**src/hw/rtl/gss1_pkg.sv**
```systemverilog
// Shared types and constants for the gradient skill score (S1) block.
// Used by gss1_ctrl, gss1_dpath and gradient_skill_score_s1; no dependencies.

package gss1_pkg;

   localparam int SAMPLE_BITS    = 16;
   localparam int ACC_BITS       = 40;
   localparam int QUO_BITS       = 16;
   localparam int DIV_BITS       = ACC_BITS + QUO_BITS;
   localparam int SCORE_BITS     = 16;
   localparam int WORST_BITS     = 8;
   localparam int SIZE_CSR_BITS  = 7;
   localparam int CSR_ADDR_BITS  = 2;
   localparam int CSR_DATA_BITS  = 8;
   localparam int TERM_BITS      = SAMPLE_BITS + 3;
   localparam int CNT_BITS       = $clog2(QUO_BITS);

   localparam int MAX_COLS_DEF   = 64;
   localparam int MAX_ROWS_DEF   = 64;

   localparam logic [SIZE_CSR_BITS-1:0] SIZE_RESET  = SIZE_CSR_BITS'(2);
   localparam logic [WORST_BITS-1:0]    WORST_RESET = WORST_BITS'(200);

   typedef enum logic [CSR_ADDR_BITS-1:0] {
      CSR_ROWS  = 2'd0,
      CSR_COLS  = 2'd1,
      CSR_WORST = 2'd2
   } csr_addr_type;

   typedef enum logic [2:0] {
      ST_RUN,
      ST_FLUSH,
      ST_LOAD,
      ST_DIV,
      ST_DONE
   } state_type;

   typedef struct packed {
      logic accept;
      logic use_left;
      logic use_up;
      logic div_load;
      logic div_step;
      logic rsp_load;
   } cmd_type;

   typedef struct packed {
      logic div_last;
   } stat_type;

   typedef struct packed {
      logic [TERM_BITS-1:0] dd;
      logic [TERM_BITS-1:0] mx;
   } term_type;

endpackage

```
**src/hw/rtl/gss1_dpath.sv**
```systemverilog
// Datapath of the S1 score block: line buffer, gradient terms, accumulators,
// restoring divider and result register. Depends on gss1_pkg.

module gss1_dpath import gss1_pkg::*; #(
   parameter int MAX_COLS = MAX_COLS_DEF
) (
   input  logic                          clock,
   input  logic                          reset,
   input  cmd_type                       cmd,
   input  logic [$clog2(MAX_COLS)-1:0]   rd_addr,
   input  logic [$clog2(MAX_COLS)-1:0]   wr_addr,
   input  logic signed [SAMPLE_BITS-1:0] ref_sample,
   input  logic signed [SAMPLE_BITS-1:0] eval_sample,
   input  logic [WORST_BITS-1:0]         worst_score,
   output stat_type                      stat,
   output logic [SCORE_BITS-1:0]         score_q8,
   output logic                          divisor_was_zero
);

   function automatic term_type grad_term(logic signed [SAMPLE_BITS-1:0] a_new,
                                          logic signed [SAMPLE_BITS-1:0] a_old,
                                          logic signed [SAMPLE_BITS-1:0] b_new,
                                          logic signed [SAMPLE_BITS-1:0] b_old);
      logic signed [SAMPLE_BITS:0]   ga;
      logic signed [SAMPLE_BITS:0]   gb;
      logic signed [SAMPLE_BITS+1:0] gd;
      logic [SAMPLE_BITS:0]          ma;
      logic [SAMPLE_BITS:0]          mb;
      logic [SAMPLE_BITS+1:0]        md;
      term_type                      t;
      ga = {a_new[SAMPLE_BITS-1], a_new} - {a_old[SAMPLE_BITS-1], a_old};
      gb = {b_new[SAMPLE_BITS-1], b_new} - {b_old[SAMPLE_BITS-1], b_old};
      gd = {ga[SAMPLE_BITS], ga} - {gb[SAMPLE_BITS], gb};
      ma = ga[SAMPLE_BITS] ? -ga : ga;
      mb = gb[SAMPLE_BITS] ? -gb : gb;
      md = gd[SAMPLE_BITS+1] ? -gd : gd;
      t.dd = TERM_BITS'(md);
      t.mx = (ma > mb) ? TERM_BITS'(ma) : TERM_BITS'(mb);
      return t;
   endfunction

   logic [2*SAMPLE_BITS-1:0]        line_mem [MAX_COLS];
   logic [2*SAMPLE_BITS-1:0]        line_rd_ff;
   logic signed [SAMPLE_BITS-1:0]   up_ref;
   logic signed [SAMPLE_BITS-1:0]   up_eval;
   logic signed [SAMPLE_BITS-1:0]   ref_left_ff, ref_left_in;
   logic signed [SAMPLE_BITS-1:0]   eval_left_ff, eval_left_in;

   term_type                        h_term;
   term_type                        v_term;
   logic [TERM_BITS-1:0]            term_dd_ff, term_dd_in;
   logic [TERM_BITS-1:0]            term_mx_ff, term_mx_in;
   logic                            term_vld_ff, term_vld_in;

   logic [ACC_BITS-1:0]             dvd_sum_ff, dvd_sum_in;
   logic [ACC_BITS-1:0]             dvs_sum_ff, dvs_sum_in;

   logic [DIV_BITS-1:0]             num_ff, num_in;
   logic [DIV_BITS-1:0]             dsh_ff, dsh_in;
   logic [DIV_BITS-1:0]             dvd_wide;
   logic [QUO_BITS-1:0]             quo_ff, quo_in;
   logic [CNT_BITS-1:0]             cnt_ff, cnt_in;
   logic                            zero_ff, zero_in;

   logic [SCORE_BITS-1:0]           score_ff, score_in;
   logic                            was_zero_ff, was_zero_in;

   // line buffer: write current column, prefetch the next one
   always_ff @(posedge clock) begin
      if (cmd.accept) begin
         line_mem[wr_addr] <= {eval_sample, ref_sample};
      end
      line_rd_ff <= line_mem[rd_addr];
   end

   assign up_ref  = line_rd_ff[SAMPLE_BITS-1:0];
   assign up_eval = line_rd_ff[2*SAMPLE_BITS-1:SAMPLE_BITS];

   always_comb begin
      h_term = cmd.use_left ? grad_term(ref_sample, ref_left_ff, eval_sample, eval_left_ff)
                            : '0;
      v_term = cmd.use_up ? grad_term(ref_sample, up_ref, eval_sample, up_eval) : '0;
      term_dd_in   = h_term.dd + v_term.dd;
      term_mx_in   = h_term.mx + v_term.mx;
      term_vld_in  = cmd.accept;
      ref_left_in  = cmd.accept ? ref_sample  : ref_left_ff;
      eval_left_in = cmd.accept ? eval_sample : eval_left_ff;

      dvd_sum_in = dvd_sum_ff;
      dvs_sum_in = dvs_sum_ff;
      if (cmd.div_load) begin
         dvd_sum_in = '0;
         dvs_sum_in = '0;
      end else if (term_vld_ff) begin
         dvd_sum_in = dvd_sum_ff + ACC_BITS'(term_dd_ff);
         dvs_sum_in = dvs_sum_ff + ACC_BITS'(term_mx_ff);
      end

      // 25600 = 2^14 + 2^13 + 2^10
      dvd_wide = DIV_BITS'(dvd_sum_ff);
      num_in  = num_ff;
      dsh_in  = dsh_ff;
      quo_in  = quo_ff;
      cnt_in  = cnt_ff;
      zero_in = zero_ff;
      if (cmd.div_load) begin
         num_in  = (dvd_wide << 14) + (dvd_wide << 13) + (dvd_wide << 10);
         dsh_in  = DIV_BITS'(dvs_sum_ff) << (QUO_BITS - 1);
         quo_in  = '0;
         cnt_in  = CNT_BITS'(QUO_BITS - 1);
         zero_in = (dvs_sum_ff == '0);
      end else if (cmd.div_step) begin
         if (num_ff >= dsh_ff) begin
            num_in = num_ff - dsh_ff;
            quo_in = {quo_ff[QUO_BITS-2:0], 1'b1};
         end else begin
            quo_in = {quo_ff[QUO_BITS-2:0], 1'b0};
         end
         dsh_in = dsh_ff >> 1;
         cnt_in = cnt_ff - CNT_BITS'(1);
      end

      score_in    = score_ff;
      was_zero_in = was_zero_ff;
      if (cmd.rsp_load) begin
         score_in    = zero_ff ? {worst_score, 8'h00} : quo_ff;
         was_zero_in = zero_ff;
      end
   end

   always_ff @(posedge clock) begin
      if (reset) begin
         term_vld_ff  <= 1'b0;
         dvd_sum_ff   <= '0;
         dvs_sum_ff   <= '0;
         ref_left_ff  <= '0;
         eval_left_ff <= '0;
         cnt_ff       <= '0;
      end else begin
         term_vld_ff  <= term_vld_in;
         dvd_sum_ff   <= dvd_sum_in;
         dvs_sum_ff   <= dvs_sum_in;
         ref_left_ff  <= ref_left_in;
         eval_left_ff <= eval_left_in;
         cnt_ff       <= cnt_in;
      end
   end

   always_ff @(posedge clock) begin
      term_dd_ff  <= term_dd_in;
      term_mx_ff  <= term_mx_in;
      num_ff      <= num_in;
      dsh_ff      <= dsh_in;
      quo_ff      <= quo_in;
      zero_ff     <= zero_in;
      score_ff    <= score_in;
      was_zero_ff <= was_zero_in;
   end

   assign stat.div_last     = (cnt_ff == '0);
   assign score_q8          = score_ff;
   assign divisor_was_zero  = was_zero_ff;

endmodule

```
**src/hw/rtl/gss1_ctrl.sv**
```systemverilog
// Controller of the S1 score block: grid position counters, request and
// result handshakes, divide sequencing. Depends on gss1_pkg.

module gss1_ctrl import gss1_pkg::*; #(
   parameter int MAX_COLS = MAX_COLS_DEF,
   parameter int MAX_ROWS = MAX_ROWS_DEF
) (
   input  logic                          clock,
   input  logic                          reset,
   input  logic                          req_tvalid,
   output logic                          req_tready,
   output logic                          rsp_tvalid,
   input  logic                          rsp_tready,
   input  logic [SIZE_CSR_BITS-1:0]      cfg_rows,
   input  logic [SIZE_CSR_BITS-1:0]      cfg_cols,
   input  stat_type                      stat,
   output cmd_type                       cmd,
   output logic [$clog2(MAX_COLS)-1:0]   rd_addr,
   output logic [$clog2(MAX_COLS)-1:0]   wr_addr
);

   localparam int COL_W = $clog2(MAX_COLS);
   localparam int ROW_W = $clog2(MAX_ROWS);
   localparam int CSZ_W = $clog2(MAX_COLS + 1);
   localparam int RSZ_W = $clog2(MAX_ROWS + 1);

   state_type          state_ff, state_in;
   logic [COL_W-1:0]   col_ff, col_in;
   logic [ROW_W-1:0]   row_ff, row_in;
   logic               rsp_vld_ff, rsp_vld_in;

   logic [CSZ_W-1:0]   n_cols;
   logic [RSZ_W-1:0]   n_rows;
   logic [CSZ_W-1:0]   col_p1;
   logic [RSZ_W-1:0]   row_p1;
   logic               col_end;
   logic               row_end;
   logic               accept;

   always_comb begin
      if (cfg_cols < SIZE_CSR_BITS'(2)) begin
         n_cols = CSZ_W'(2);
      end else if (32'(cfg_cols) > 32'(MAX_COLS)) begin
         n_cols = CSZ_W'(MAX_COLS);
      end else begin
         n_cols = CSZ_W'(cfg_cols);
      end
      if (cfg_rows < SIZE_CSR_BITS'(2)) begin
         n_rows = RSZ_W'(2);
      end else if (32'(cfg_rows) > 32'(MAX_ROWS)) begin
         n_rows = RSZ_W'(MAX_ROWS);
      end else begin
         n_rows = RSZ_W'(cfg_rows);
      end
      col_p1  = CSZ_W'(col_ff) + CSZ_W'(1);
      row_p1  = RSZ_W'(row_ff) + RSZ_W'(1);
      col_end = (col_p1 >= n_cols);
      row_end = (row_p1 >= n_rows);
   end

   always_ff @(posedge clock) begin
      if (reset) begin
         state_ff   <= ST_RUN;
         col_ff     <= '0;
         row_ff     <= '0;
         rsp_vld_ff <= 1'b0;
      end else begin
         state_ff   <= state_in;
         col_ff     <= col_in;
         row_ff     <= row_in;
         rsp_vld_ff <= rsp_vld_in;
      end
   end

   always_comb begin
      state_in     = state_ff;
      cmd          = '0;
      req_tready   = 1'b0;
      accept       = 1'b0;
      cmd.use_left = (col_ff != '0);
      cmd.use_up   = (row_ff != '0);
      case (state_ff)
         ST_RUN: begin
            req_tready = 1'b1;
            accept     = req_tvalid;
            if (accept && col_end && row_end) begin
               state_in = ST_FLUSH;
            end
         end
         ST_FLUSH: begin
            state_in = ST_LOAD;
         end
         ST_LOAD: begin
            cmd.div_load = 1'b1;
            state_in     = ST_DIV;
         end
         ST_DIV: begin
            cmd.div_step = 1'b1;
            if (stat.div_last) begin
               state_in = ST_DONE;
            end
         end
         ST_DONE: begin
            if (!rsp_vld_ff || rsp_tready) begin
               cmd.rsp_load = 1'b1;
               state_in     = ST_RUN;
            end
         end
         default: begin
            state_in = ST_RUN;
         end
      endcase
      cmd.accept = accept;

      col_in = col_ff;
      row_in = row_ff;
      if (accept) begin
         col_in = col_end ? '0 : COL_W'(col_p1);
         if (col_end) begin
            row_in = row_end ? '0 : ROW_W'(row_p1);
         end
      end
      rsp_vld_in = cmd.rsp_load | (rsp_vld_ff & ~rsp_tready);
   end

   assign rd_addr    = col_in;
   assign wr_addr    = col_ff;
   assign rsp_tvalid = rsp_vld_ff;

   a_rsp_slot_free: assert property (@(posedge clock) disable iff (reset)
      cmd.rsp_load |-> (!rsp_vld_ff || rsp_tready))
      else $error("result loaded over an untaken result");

   a_grid_end: assert property (@(posedge clock) disable iff (reset)
      (accept && col_end && row_end) |=> (state_ff == ST_FLUSH))
      else $error("last request of a grid did not start the score");

   a_div_length: assert property (@(posedge clock) disable iff (reset)
      (state_ff == ST_LOAD) |-> ##(QUO_BITS + 1) (state_ff == ST_DONE))
      else $error("divide sequence length wrong");

   a_pos_range: assert property (@(posedge clock) disable iff (reset)
      (32'(col_ff) < 32'(MAX_COLS)) && (32'(row_ff) < 32'(MAX_ROWS)))
      else $error("grid position out of range");

   a_rsp_source: assert property (@(posedge clock) disable iff (reset)
      $rose(rsp_vld_ff) |-> ($past(state_ff) == ST_DONE))
      else $error("result raised outside the hand-off state");

endmodule

```
**src/hw/rtl/gradient_skill_score_s1.sv**
```systemverilog
// Top level of the S1 gradient skill score block: configuration registers,
// controller and datapath. Depends on gss1_pkg, gss1_ctrl and gss1_dpath.

// One request (a reference and an evaluated sample of the same grid point,
// row-major) is taken per clock. After the last request of a grid the block
// holds req_tready low while it adds the final gradient terms, forms the
// scaled dividend, runs the one-bit-per-cycle restoring divider that yields
// the Q8 score, and hands the score to the result register. The hand-off
// cycle stretches for as long as the score of the previous grid still waits
// on rsp_tready. The result register is separate, so requests of the next
// grid flow while a score waits on rsp_tready. Previous-row samples sit in a
// MAX_COLS-entry line buffer memory. n_rows and n_cols in gss1_ctrl are
// clamped to 2..MAX_ROWS and 2..MAX_COLS.

module gradient_skill_score_s1 import gss1_pkg::*; #(
   parameter int MAX_COLS = MAX_COLS_DEF,
   parameter int MAX_ROWS = MAX_ROWS_DEF
) (
   input  logic                       clock,
   input  logic                       reset,
   input  logic                       req_tvalid,
   output logic                       req_tready,
   input  logic [2*SAMPLE_BITS-1:0]   req_tdata,   // ref_sample, eval_sample
   output logic                       rsp_tvalid,
   input  logic                       rsp_tready,
   output logic [SCORE_BITS-1:0]      rsp_tdata,   // score_q8
   output logic                       rsp_tuser,   // divisor_was_zero
   input  logic                       csr_wr_en,
   input  logic [CSR_ADDR_BITS-1:0]   csr_addr,
   input  logic [CSR_DATA_BITS-1:0]   csr_wdata
);

   logic [SIZE_CSR_BITS-1:0]          rows_ff;
   logic [SIZE_CSR_BITS-1:0]          cols_ff;
   logic [WORST_BITS-1:0]             worst_ff;
   cmd_type                           cmd;
   stat_type                          stat;
   logic [$clog2(MAX_COLS)-1:0]       rd_addr;
   logic [$clog2(MAX_COLS)-1:0]       wr_addr;

   always_ff @(posedge clock) begin
      if (reset) begin
         rows_ff  <= SIZE_RESET;
         cols_ff  <= SIZE_RESET;
         worst_ff <= WORST_RESET;
      end else if (csr_wr_en) begin
         case (csr_addr_type'(csr_addr))
            CSR_ROWS:  rows_ff  <= csr_wdata[SIZE_CSR_BITS-1:0];
            CSR_COLS:  cols_ff  <= csr_wdata[SIZE_CSR_BITS-1:0];
            CSR_WORST: worst_ff <= csr_wdata[WORST_BITS-1:0];
            default: begin
            end
         endcase
      end
   end

   gss1_ctrl #(
      .MAX_COLS (MAX_COLS),
      .MAX_ROWS (MAX_ROWS)
   ) u_ctrl (
      .clock      (clock),
      .reset      (reset),
      .req_tvalid (req_tvalid),
      .req_tready (req_tready),
      .rsp_tvalid (rsp_tvalid),
      .rsp_tready (rsp_tready),
      .cfg_rows   (rows_ff),
      .cfg_cols   (cols_ff),
      .stat       (stat),
      .cmd        (cmd),
      .rd_addr    (rd_addr),
      .wr_addr    (wr_addr)
   );

   gss1_dpath #(
      .MAX_COLS (MAX_COLS)
   ) u_dpath (
      .clock            (clock),
      .reset            (reset),
      .cmd              (cmd),
      .rd_addr          (rd_addr),
      .wr_addr          (wr_addr),
      .ref_sample       (req_tdata[SAMPLE_BITS-1:0]),
      .eval_sample      (req_tdata[2*SAMPLE_BITS-1:SAMPLE_BITS]),
      .worst_score      (worst_ff),
      .stat             (stat),
      .score_q8         (rsp_tdata),
      .divisor_was_zero (rsp_tuser)
   );

endmodule

```
**config.mk**
```make
export PLATFORM = sky130hd
export DESIGN_NAME = gradient_skill_score_s1
export DESIGN_NICKNAME = d
export VERILOG_FILES = /design/src/hw/rtl/gss1_pkg.sv /design/src/hw/rtl/gss1_dpath.sv /design/src/hw/rtl/gss1_ctrl.sv /design/src/hw/rtl/gradient_skill_score_s1.sv
export SDC_FILE = /design/constraint.sdc
export NUM_CORES = 2
export LEC_CHECK = 0
export BUFFER_PORTS_ARGS = -buffer_cell sky130_fd_sc_hd__buf_4
export CORE_UTILIZATION = 30
export DETAILED_ROUTE_END_ITERATION = 10
export SETUP_SLACK_MARGIN = 0.3
export SLEW_MARGIN = 40
export SYNTH_ARGS = -nofsm -noshare
export SYNTH_HDL_FRONTEND = slang
export SYNTH_HIERARCHICAL = 1
export SYNTH_SLANG_ARGS = --single-unit
```
**constraint.sdc**
```tcl
create_clock -name clock -period 22.8 [get_ports clock]
set_clock_uncertainty 0.05 [all_clocks]
set_input_delay 1.14 -clock clock [delete_from_list [all_inputs] [get_ports clock]]
set_output_delay 1.14 -clock clock [all_outputs]
set_load 0.005 [all_outputs]
```
==> key figures <==
Cells and area
  – Fin util: 34.4%
  – Final instance area: around 130,000 sq um
  – Layout cell share with drive strength beyond 1: around a fifth
  – Layout Nets: 7,490
  – Layout area overhead: 14.3%
  – Fill count: about 34,000

Route
  – DRT Pass-1 Iters: 5
  – Violation count after the first detailed-route iteration: 6,362
  – Vias/cell: 5.24
  – DR WL/cell: 24.3 microns
  – WL final: 294,000 microns
  – DRC viols: 0
  – Vias: 63,400
  – Remaining antenna violation count: 0

Synth
  – Post-synth EDFFs: 2,162
  – Yosys warnings: 6
  – Post-synthesis async set-or-reset flop share: 0%
  – Net Count, Synth: 7,299
  – Post-Synthesis Cells: a little under 7,000
  – Post-synthesis average cell area: between 15 and 20 sq um
  – Dominant cells by area after synthesis: edfxtp_1 (59%), mux4_2 (14%), dfxtp_1 (4.6%), ha_1 (3.9%), nor2_1 (1.5%)
  – #FFs+latches synth: 2,417
  – Yosys top cell by area: edfxtp_1
  – Mapped cell area: about 110,000 sq um
  – Commonest cells post-synth: edfxtp_1 (2,162), mux4_2 (666), nor2_1 (437), ha_1 (342), nand2_1 (292)
  – Count leader, synth: edfxtp_1
  – Sequential area share after synthesis: approximately 64%
  – Ys flop type: edfxtp_1
  – Cell variety after synth: between 100 and 150
  – Top cell type's share of synthesized area: 59.0%

Timing
  – Setup TNS: 0 ps
  – Period Utilization, post-route: a little over two fifths
  – Slew @ Worst Pin: around 930 ps
  – Max-slew headroom: 37.7%
  – Fmax: 0.105 GHz
  – Final setup fails: 0
  – RSZ-0062 raised after global routing: no
  – Min Clock Period, post-route: 9500 ps
  – Worst setup margin: 13,300 ps
  – Fin. Hold Viols: 0
  – Slew Viols, Final: 0

Worst hold path
  – Hold Path Depth: 2
  – Hold crit path type: register to register

Worst setup path
  – Worst Path Buf+Inv: 3
  – Critical path startpoint category: primary input
  – CP peak stage delay: 610 ps
  – Slowest stage cell, crit path: a211oi_1
  – CP arrival: 10,180 ps
  – CP max FO: 66
  – Crit Path Category: primary input to register
  – CP Data Required Time: 23,480 ps
  – FF-to-FF path depth: 32
  – CP Depth: 34
  – Cell family with most CP delay: compound AO/OA/AOI/OAI gates
  – Crit-path most repeated cell: a21oi_1
  – CP Capture Type: register

Clocking
  – Cts hold-fix bufs: 0
  – Clock Path Buffers: 4
  – Setup bufs post-CTS: 0
  – TritonCTS Sinks: 2,417
  – Clock transition at the registers of the reported paths: 50 ps
  – TritonCTS Buffers: 272
  – H-tree depth: 5
  – CTS tree: done
  – Post-cts resize count: 0
  – Root Driver: clkbuf_16
  – Clock Latency Late Sink: 920 ps

Placed design
  – Post-DP HPWL: 184,000 microns
  – Placer Congestion: 0.905
  – Post-DP Area: 117,000 sq um
  – # port buffers: 65
  – Place WS: roughly 12,000 ps

Run status
  – Status: completed

Floorplan
  – Die area: 369,000 sq um
  – FP Rows: 222
  – Ports: 66
  – Die Height: 608 microns
  – Area of the core: 365,000 sq um
  – Starting density of the core: 30.1%
  – Die W: around 600 microns

Pwr
  – Pleak: 0.0415 uW
  – Pwr dens: 124 nW/um^2
  – Maximum vdd ir drop: 92.4 uV
  – Total power: 15,700 uW

Job
  – Max-cap viol count: 0

Global route
  – First-pass GRT wire length: 428,000 microns
  – Vias in the first global route: about 63,000
  – Initial antenna violation count: 6
  – Total grt overflow: 0
  – Largest net degree at the start of global routing: 204
  – Gr usage total: approximately 15%
kinds of logic (layout without fill, tap and decap cells):
family,after synthesis,in the layout,share of synthesized area [%]
adders and majority gates,391,391,4.77
xor gates and xnor gates,277,277,2.22
buffers and inverters,559,965,1.96
DFF,2417,2417,63.6
AOI/OAI and AO/OA,1056,1056,6.45
other,0,4,0
muxes,809,809,14.9
and+or+nand+nor,1353,1353,6.02
final timing paths:
path | startpoint | slack [ps] | endpoint
setup / recovery | req_tdata[0] | 13300 | u_dpath/term_mx_ff[17]
hold / removal | cols_ff[6] | 430 | cols_ff[6]
setup reg to reg | u_dpath/ref_left_ff[0] | 14060 | u_dpath/term_mx_ff[17]
hold reg to reg | cols_ff[6] | 430 | cols_ff[6]
cell type report:
cell class,count,area [sq um],area share [%]
Clock buffer,358,7340,5.84
Clock inverter,131,1170,0.927
Antenna cell,4,10.0,0.00796
Inverter,272,1020,0.812
Multi-Input combinational cell,3886,38500,30.6
Tap cell,4816,6030,4.79
Timing Repair Buffer,204,1690,1.35
Sequential cell,2417,70000,55.7
registers in the layout, indices dropped and copies added (netlist names), 6 cells and up:
| signal | flops |
|---|---|
| rows_ff | 7 |
| u_dpath/dvs_sum_ff | 40 |
| worst_ff | 8 |
| u_dpath/ref_left_ff | 16 |
| u_dpath/line_rd_ff | 32 |
| u_dpath/term_mx_ff | 18 |
| u_dpath/dsh_ff | 55 |
| u_dpath/eval_left_ff | 16 |
| u_dpath/line_mem | 2048 |
| u_dpath/num_ff | 56 |
| u_ctrl/row_ff | 6 |
| u_dpath/score_q8 | 16 |
| cols_ff | 7 |
| u_dpath/term_dd_ff | 19 |
| u_ctrl/wr_addr | 6 |
| u_dpath/dvd_sum_ff | 40 |
| u_dpath/quo_ff | 16 |
placed cells by master (no fill, tap or decap), types with 48 or more instances in the layout:
cell,instances
a211oi_1,65
a21o_1,114
a21oi_1,247
buf_4,188
clkbuf_1,69
clkbuf_16,276
dfxtp_1,252
edfxtp_1,2162
fa_1,48
ha_1,342
inv_1,269
mux2i_1,127
mux4_2,666
nand2_1,288
nand2b_1,60
nand3_1,112
nor2_1,376
nor2_4,61
nor2b_1,57
nor3_1,86
o21a_1,64
o21ai_0,224
xnor2_1,179
xor2_1,94
per-stage QoR:
| stage | hold slack, ps | cells |
|---|---|---|
| after floorplan | 374 | 6862 |
| after global placement | 413 | 11600 |
| after detailed placement | 421 | 11600 |
| after CTS | 432 | 12100 |
| after global routing | 452 | 12100 |
| final | 428 | 12100 |
where the power goes:
part	switching (uW)	leakage [uW]	internal (uW)
clock network	1790	0.00415	2430
registers	97.8	0.0215	5020
logic	3600	0.0158	2720
total	5480	0.0415	10200
layer usage:
| layer | vias to the layer above | routed length [microns] | GRT usage (%) |
|---|---|---|---|
| met3 | 439 | 18600 | 2.09 |
| met2 | 2250 | 141000 | 25.6 |
| met1 | 33100 | 127000 | 21.2 |
| met4 | 0 | 7710 | 4.21 |
| met5 | - | 0 | 0 |
| li1 | 27600 | - | - |
tightest hold or removal path: cells and delay by family, from the launching register on:
family,cells,cell delay (ps)
DFF,1,310
and+or+nand+nor,1,60
muxes,1,50
(Power assumes the default switching activity.)
